==> src/rtl/dcr_pkg.sv <==
// Shared types and constants for the block DC offset remover.
package dcr_pkg;

  localparam int SAMPLE_W = 16;

  typedef logic [SAMPLE_W-1:0]        sample_t;
  typedef logic signed [SAMPLE_W-1:0] ac_t;

  localparam ac_t AC_MAX = ac_t'(17'sd32767);
  localparam ac_t AC_MIN = ac_t'(-17'sd32768);

  // One sample with its place in the block.
  typedef struct packed {
    sample_t raw;
    logic    first;
    logic    last;
  } item_t;

endpackage

==> src/rtl/dcr_history.sv <==
// Block position tracking, block sum history and running total of the history.
module dcr_history #(
  parameter int BLOCK_SAMPLES  = 128,
  parameter int HISTORY_BLOCKS = 16,
  parameter int POS_W          = 7,
  parameter int SLOT_W         = 4,
  parameter int ACC_W          = 23,
  parameter int TOT_W          = 27
) (
  input  logic                clk,
  input  logic                rst_n,
  input  logic                acc_i,
  input  dcr_pkg::sample_t    raw_i,
  output dcr_pkg::item_t      item_o,
  output logic [TOT_W-1:0]    total_o
);
  import dcr_pkg::*;

  logic [POS_W-1:0]  pos_r;
  logic [SLOT_W-1:0] slot_r;
  logic [ACC_W-1:0]  acc_r;
  logic [TOT_W-1:0]  total_r;
  logic [ACC_W-1:0]  sums_mem [HISTORY_BLOCKS];
  logic [HISTORY_BLOCKS-1:0] vld_r;
  logic [ACC_W-1:0]  old_r;

  logic              first;
  logic              last;
  logic [ACC_W-1:0]  acc_sum;
  logic [SLOT_W-1:0] slot_nxt;
  logic [TOT_W-1:0]  total_nxt;

  assign first    = (pos_r == '0);
  assign last     = (pos_r == POS_W'(BLOCK_SAMPLES - 1));
  assign acc_sum  = acc_r + ACC_W'(raw_i);
  assign slot_nxt = (slot_r == SLOT_W'(HISTORY_BLOCKS - 1)) ? '0 : slot_r + 1'b1;
  assign total_nxt = total_r - TOT_W'(old_r) + TOT_W'(acc_sum);

  assign item_o  = '{raw: raw_i, first: first, last: last};
  assign total_o = total_r;

  always_ff @(posedge clk) begin
    if (!rst_n) begin
      pos_r   <= '0;
      slot_r  <= '0;
      acc_r   <= '0;
      total_r <= '0;
      vld_r   <= '0;
    end else if (acc_i) begin
      if (last) begin
        pos_r         <= '0;
        slot_r        <= slot_nxt;
        acc_r         <= '0;
        total_r       <= total_nxt;
        vld_r[slot_r] <= 1'b1;
      end else begin
        pos_r <= pos_r + 1'b1;
        acc_r <= acc_sum;
      end
    end
  end

  // History store: written on block end, oldest slot read ahead of its use
  always_ff @(posedge clk) begin
    if (acc_i && last) begin
      sums_mem[slot_r] <= acc_sum;
    end
  end

  always_ff @(posedge clk) begin
    old_r <= vld_r[slot_r] ? sums_mem[slot_r] : '0;
  end

endmodule

==> src/rtl/dcr_level.sv <==
// DC level: running total divided by the history span, by reciprocal multiply.
module dcr_level #(
  parameter int TOT_W = 27,
  parameter int DIV_D = 2048
) (
  input  logic             clk,
  input  logic             rst_n,
  input  logic [TOT_W-1:0] total_i,
  output dcr_pkg::sample_t dc_o
);
  import dcr_pkg::*;

  localparam int DIV_L = $clog2(DIV_D);
  localparam int PW    = 2 * TOT_W + 1;
  localparam logic [63:0] RECIP =
    ((64'd1 << (TOT_W + DIV_L)) + 64'(DIV_D) - 64'd1) / 64'(DIV_D);

  logic [PW-1:0] prod_nxt;
  logic [PW-1:0] prod_r;

  // Exact floor division for any total below 2**TOT_W
  assign prod_nxt = PW'(total_i) * PW'(RECIP);

  always_ff @(posedge clk) begin
    if (!rst_n) begin
      prod_r <= '0;
    end else begin
      prod_r <= prod_nxt;
    end
  end

  assign dc_o = prod_r[TOT_W + DIV_L +: SAMPLE_W];

endmodule

==> src/rtl/dcr_pipe.sv <==
// Input and result registers with DC subtraction and saturation.
module dcr_pipe (
  input  logic             clk,
  input  logic             rst_n,
  input  logic             acc_i,
  input  dcr_pkg::item_t   item_i,
  input  dcr_pkg::sample_t dc_i,
  output logic             in_stall_o,
  output logic             out_valid_o,
  input  logic             out_stall_i,
  output dcr_pkg::ac_t     ac_o,
  output logic             block_end_o
);
  import dcr_pkg::*;

  logic        s_valid_r;
  item_t       s_item_r;
  sample_t     dc_r;
  logic        o_valid_r;
  ac_t         ac_r;
  logic        end_r;

  logic        o_free;
  logic        s_move;
  sample_t     dc_use;
  logic signed [SAMPLE_W:0] diff;
  ac_t         ac_nxt;

  assign o_free     = !o_valid_r || !out_stall_i;
  assign s_move     = s_valid_r && o_free;
  assign in_stall_o = (s_valid_r && !o_free) || !rst_n;

  // Latch a fresh level on the first sample of each block
  assign dc_use = s_item_r.first ? dc_i : dc_r;
  assign diff   = $signed({1'b0, s_item_r.raw}) - $signed({1'b0, dc_use});

  always_comb begin
    if (diff > $signed((SAMPLE_W+1)'(AC_MAX))) begin
      ac_nxt = AC_MAX;
    end else if (diff < $signed((SAMPLE_W+1)'(-(SAMPLE_W+1)'(32768)))) begin
      ac_nxt = AC_MIN;
    end else begin
      ac_nxt = ac_t'(diff[SAMPLE_W-1:0]);
    end
  end

  always_ff @(posedge clk) begin
    if (!rst_n) begin
      s_valid_r <= 1'b0;
      o_valid_r <= 1'b0;
    end else begin
      if (acc_i) begin
        s_valid_r <= 1'b1;
      end else if (s_move) begin
        s_valid_r <= 1'b0;
      end
      if (o_free) begin
        o_valid_r <= s_valid_r;
      end
    end
  end

  always_ff @(posedge clk) begin
    if (acc_i) begin
      s_item_r <= item_i;
    end
    if (s_move) begin
      ac_r  <= ac_nxt;
      end_r <= s_item_r.last;
      if (s_item_r.first) begin
        dc_r <= dc_i;
      end
    end
  end

  assign out_valid_o = o_valid_r;
  assign ac_o        = ac_r;
  assign block_end_o = end_r;

endmodule

==> src/rtl/block_dc_offset_remover_core.sv <==
// Block DC offset remover: top level.
//
// Takes unsigned ADC samples on the in_ channel and returns each sample with
// the DC level removed, saturated to signed 16 bits, on the out_ channel,
// together with a flag on the last sample of every block of BLOCK_SAMPLES.
// The DC level for a block is the sum of the last HISTORY_BLOCKS block sums
// divided by HISTORY_BLOCKS * BLOCK_SAMPLES, fixed at the block's first sample.
// An accepted item moves from the input register to the result register as
// soon as that is free; one item per cycle is sustained while out_stall is
// low, set by the single input register. The divide is a constant reciprocal
// multiply, registered once, and finishes before the next block can start.
// Reset (synchronous, rst_n low) clears the history, so the level starts at
// zero and builds up over the first HISTORY_BLOCKS blocks; no item is taken
// during reset. When out_stall is held the result waits in its register and
// an item is still taken if the input register is empty, then in_stall rises.
module block_dc_offset_remover_core #(
  parameter int BLOCK_SAMPLES  = 128,
  parameter int HISTORY_BLOCKS = 16
) (
  input  logic             clk,
  input  logic             rst_n,
  input  logic             in_valid,
  output logic             in_stall,
  input  dcr_pkg::sample_t in_raw_sample,
  output logic             out_valid,
  input  logic             out_stall,
  output dcr_pkg::ac_t     out_ac_sample,
  output logic             out_block_end
);
  import dcr_pkg::*;

  localparam int POS_W  = $clog2(BLOCK_SAMPLES);
  localparam int SLOT_W = $clog2(HISTORY_BLOCKS);
  localparam int ACC_W  = SAMPLE_W + POS_W;
  localparam int TOT_W  = ACC_W + SLOT_W;
  localparam int DIV_D  = HISTORY_BLOCKS * BLOCK_SAMPLES;

  logic             in_acc;
  item_t            item;
  logic [TOT_W-1:0] total;
  sample_t          dc;

  assign in_acc = in_valid && !in_stall;

  dcr_history #(
    .BLOCK_SAMPLES  (BLOCK_SAMPLES),
    .HISTORY_BLOCKS (HISTORY_BLOCKS),
    .POS_W          (POS_W),
    .SLOT_W         (SLOT_W),
    .ACC_W          (ACC_W),
    .TOT_W          (TOT_W)
  ) u_history (
    .clk     (clk),
    .rst_n   (rst_n),
    .acc_i   (in_acc),
    .raw_i   (in_raw_sample),
    .item_o  (item),
    .total_o (total)
  );

  dcr_level #(
    .TOT_W (TOT_W),
    .DIV_D (DIV_D)
  ) u_level (
    .clk     (clk),
    .rst_n   (rst_n),
    .total_i (total),
    .dc_o    (dc)
  );

  dcr_pipe u_pipe (
    .clk         (clk),
    .rst_n       (rst_n),
    .acc_i       (in_acc),
    .item_i      (item),
    .dc_i        (dc),
    .in_stall_o  (in_stall),
    .out_valid_o (out_valid),
    .out_stall_i (out_stall),
    .ac_o        (out_ac_sample),
    .block_end_o (out_block_end)
  );

endmodule

==> config.mk <==
export PLATFORM = sky130hd
export DESIGN_NAME = block_dc_offset_remover_core
export DESIGN_NICKNAME = d
export VERILOG_FILES = /design/src/rtl/dcr_pkg.sv /design/src/rtl/dcr_history.sv /design/src/rtl/dcr_level.sv /design/src/rtl/dcr_pipe.sv /design/src/rtl/block_dc_offset_remover_core.sv
export SDC_FILE = /design/constraint.sdc
export NUM_CORES = 1
export LEC_CHECK = 0
export BUFFER_PORTS_ARGS = -buffer_cell sky130_fd_sc_hd__buf_2
export CORE_UTILIZATION = 55
export DETAILED_ROUTE_END_ITERATION = 8
export PLACE_DENSITY_LB_ADDON = 0.12
export SYNTH_ARGS = -nofsm -noshare
export SYNTH_HDL_FRONTEND = slang
export SYNTH_SLANG_ARGS = --single-unit
==> constraint.sdc <==
create_clock -name clk -period 8.2 [get_ports clk]
set_input_delay 0.82 -clock clk [delete_from_list [all_inputs] [get_ports clk]]
set_output_delay 0.82 -clock clk [all_outputs]
set_load 0.01 [all_outputs]
==> summary.md <==
| Metric | Value |
|---|---|
| Maximum clock path buffer count | 3 |
| Number of port buffers | 38 |
| Count of vias placed by the detailed router | 13240 |
| Remaining antenna violation count | 0 |
| Buffers inserted by post-CTS timing repair | 0 |
| Number of detailed-route iterations in the first pass | 6 |
| Share of post-route cells with drive strength above 1 | 0.2055 |
| Critical Path Sink Type | flop |
| Number of nets in the synthesized netlist | 1620 |
| Clock input transition at the sequential cells of the worst setup and hold paths | 0.06 ns |
| Global-route wire length before repair | 80820 um |
| Overall global routing resource usage | 0.2517 |
| Category of the worst setup path launch point | input port |
| Total number of placement rows | 75 |
| Number of cells upsized or downsized after cts | 0 |
| Global-route congestion overflow total | 0 |
| Final critical-path setup slack | 2.507 ns |
| Final routed wirelength across all metal layers | 52800 um |
| Top-area cell type share of the netlist area | 0.5377 |
| Synth-to-Final Area Change | 11.60% |
| Drt initial violations | 1147 |
| Total power draw | 6.248 mW |
| Syn. warnings | 0 |
| Maximum number of pins on one net before global-route repair | 70 |
| Die Area | 43380 um2 |
| CP Class | input port to flop |
| Number of antenna violations at the first check in global routing | 0 |
| Total CTS buffers | 53 |
| Register bit total from synthesis | 537 |
| Hold Crit Class | input port to flop |
| Count of hold-fix buffers inserted at cts | 0 |
| Data required time of the worst path | 8.73 ns |
| Unrepaired setup endpoints after global routing | false |
| Number of fill cells | 3094 |
| Worst slew margin relative to its limit | 0.08370 |
| Insertion delay of the later-clocked pin in the worst-skew pair | 0.61 ns |
| Hold violation count in the final report | 0 |
| Clock tree from TritonCTS | done |
| Main area contributors after synthesis | sky130_fd_sc_hd__edfxtp_1, sky130_fd_sc_hd__mux4_2, sky130_fd_sc_hd__dfxtp_1 |
| Mapped Area | 23400 um2 |
| Count of flip-flops with a built-in enable after synthesis | 419 |
| Worst slack, placed | 1.999 ns |
| Outcome | finished clean |
| Tcrit/Tclk final | 0.6942 |
| H-tree depth reported by CTS | 2 |
| Wire length per cell | 24.34 um |
| Count of clock tree sinks | 537 |
| Chip Width | 208.3 um |
| Critical path arrival | 6.23 ns |
| Count of cell types in the netlist | 80 |
| Starting density of the core | 0.5579 |
| Actual transition at the worst max-transition pin | 1.370 ns |
| Peak fanout along the critical path | 17 |
| Pins over their slew limit | 0 |
| I/O pin count | 39 |
| Count of unresolved DRC violations after routing | 0 |
| Final setup violation count | 0 |
| Leak | 9.189 nW |
| Final critical path time including I/O delays and setup | 5.693 ns |
| Antenna fix cells | 0 |
| Top cell type by total area after synthesis | sky130_fd_sc_hd__edfxtp_1 |
| Y dimension of the die | 208.3 um |
| Summed negative setup slack over all endpoints | 0 ns |
| Mean Syn Cell Area | 15.50 um2 |
| Final HPWL DP | 33290 um |
| Share of flip-flops with an asynchronous set or reset | 0 |
| Net total in the final layout | 1697 |
| Post-Syn Instances | 1510 |
| RD Place Congestion | 0.8868 |
| Post-synthesis sequential area ratio | 0.6386 |
| Main synth FF type | sky130_fd_sc_hd__edfxtp_1 |
| Number of max-cap violations | 0 |
| Utilization after layout | 0.6226 |
| Number of global-route vias before repair | 13560 |
| Worst vdd ir | 0.0001813 V |
| Highest clock rate | 0.1757 GHz |
| Floorplan core area | 41950 um2 |
| Clock Skews | 0.01562 ns |
| Cell Pwr Density | 239.3 nW/um2 |
| Drt via density | 6.104 |
| Clk Tree Root Cell | sky130_fd_sc_hd__clkbuf_16 |
critical path, cell delays in order:
cell and delay, ns:
sky130_fd_sc_hd__buf_2 0.11, sky130_fd_sc_hd__ha_1 0.24, sky130_fd_sc_hd__fa_1 0.43, sky130_fd_sc_hd__a21o_1 0.21, sky130_fd_sc_hd__nand4_1 0.14, sky130_fd_sc_hd__a31o_2 0.20
sky130_fd_sc_hd__a21oi_2 0.09, sky130_fd_sc_hd__a31o_2 0.28, sky130_fd_sc_hd__xor2_1 1.05, sky130_fd_sc_hd__fa_1 0.58, sky130_fd_sc_hd__ha_1 0.47, sky130_fd_sc_hd__nand3_1 0.19
sky130_fd_sc_hd__or4_1 0.55, sky130_fd_sc_hd__a21o_1 0.19, sky130_fd_sc_hd__a31oi_1 0.22, sky130_fd_sc_hd__o2111ai_1 0.12, sky130_fd_sc_hd__o311ai_1 0.11, sky130_fd_sc_hd__mux2i_1 0.22
area by class of cell:
type	count	area (um2)	share of cell area
multi-input combinational	839	7998	0.3062
clock buffer	74	1455	0.05572
timing repair buffer	85	543.0	0.02079
clock inverter	24	224.0	0.008576
inverter	71	266.5	0.01021
tap	539	674.4	0.02582
sequential	537	14950	0.5726
cells in the final DEF, fill, tap and decap left out, types with 16 or more instances in the layout:
master / Yosys / final
sky130_fd_sc_hd__o21a_1: 27 / 27
sky130_fd_sc_hd__nand3_1: 38 / 38
sky130_fd_sc_hd__nor2b_1: 30 / 30
sky130_fd_sc_hd__buf_2: 12 / 38
sky130_fd_sc_hd__a21oi_1: 78 / 78
sky130_fd_sc_hd__inv_1: 70 / 70
sky130_fd_sc_hd__edfxtp_1: 419 / 419
sky130_fd_sc_hd__mux4_2: 119 / 119
sky130_fd_sc_hd__and2_1: 17 / 17
sky130_fd_sc_hd__nand2_1: 67 / 67
sky130_fd_sc_hd__fa_1: 25 / 25
sky130_fd_sc_hd__clkbuf_1: 42 / 16
sky130_fd_sc_hd__mux2i_1: 21 / 21
sky130_fd_sc_hd__xor2_1: 26 / 26
sky130_fd_sc_hd__a21o_1: 26 / 26
sky130_fd_sc_hd__ha_1: 65 / 65
sky130_fd_sc_hd__nor2_1: 62 / 50
sky130_fd_sc_hd__o21ai_0: 42 / 42
sky130_fd_sc_hd__clkbuf_16: 0 / 53
sky130_fd_sc_hd__dfxtp_1: 118 / 114
sky130_fd_sc_hd__xnor2_1: 26 / 26
sky130_fd_sc_hd__buf_4: 1 / 47
power by group:
| group | internal (mW) | switching [mW] |
|---|---|---|
| logic | 0.309 | 0.535 |
| registers | 3.03 | 0.0148 |
| clock network | 1.34 | 1.02 |
| total | 4.68 | 1.57 |
cells by family after synthesis:
logic type	synth area share
AOI/OAI and AO/OA	0.07405
xor gates and xnor gates	0.01946
adders and majority gates	0.05807
buffers and inverters	0.02262
DFF	0.6386
muxes	0.1245
and+or+nand+nor	0.06272
stage by stage:
stage                     hold WS [ns]  std cells  instance area [um2]
after global routing            0.3966       2169                26120
final                           0.4126       2169                26120
after detailed placement        0.4206       2071                24440
after CTS                       0.3802       2169                26120
after global placement          0.4095       2071                24440
after floorplan                 0.4003       1510                23400
synthesized netlist by cell type, drive strengths merged (25+ instances only):
| cell type | instances |
|---|---|
| xnor2 | 26 |
| nand2 | 68 |
| o21a | 27 |
| clkbuf | 42 |
| nand3 | 39 |
| o21ai | 47 |
| nor2b | 30 |
| inv | 71 |
| dfxtp | 118 |
| xor2 | 26 |
| a21oi | 79 |
| edfxtp | 419 |
| nor2 | 62 |
| fa | 25 |
| a21o | 26 |
| mux4 | 119 |
| ha | 65 |
routing by layer:
metal	routed length, um	vias to the layer above	global-route usage
met2	25560	376	0.4153
met3	3058	99	0.04166
li1	-	6009	-
met4	1901	0	0.1052
met5	0	-	0.003337
met1	22280	6755	0.3331
flip-flops by register name, summed over array words and instances, names as in the netlist, 4 cells and up:
| register | cells |
|---|---|
| u_pipe.s_item_r | 18 |
| u_level.prod_r | 16 |
| u_history.total_o | 27 |
| u_pipe.ac_o | 16 |
| u_history.acc_r | 23 |
| u_history.sums_mem | 368 |
| u_history.vld_r | 16 |
| u_pipe.dc_r | 16 |
| u_history.slot_r | 4 |
| u_history.old_r | 23 |
| u_history.pos_r | 7 |
worst paths after layout:
kind | startpoint | end | slack [ns] | cells past startpoint
hold reg to reg | u_pipe.s_item_r[0] | u_pipe.block_end_o | 0.43 | 0
hold / removal | in_raw_sample[0] | u_pipe.s_item_r[2] | 0.41 | 1
setup reg to reg | u_history.acc_r[0] | u_history.total_o[26] | 2.53 | 17
setup / recovery | in_raw_sample[0] | u_history.total_o[26] | 2.51 | 18
(Power assumes the default switching activity.)
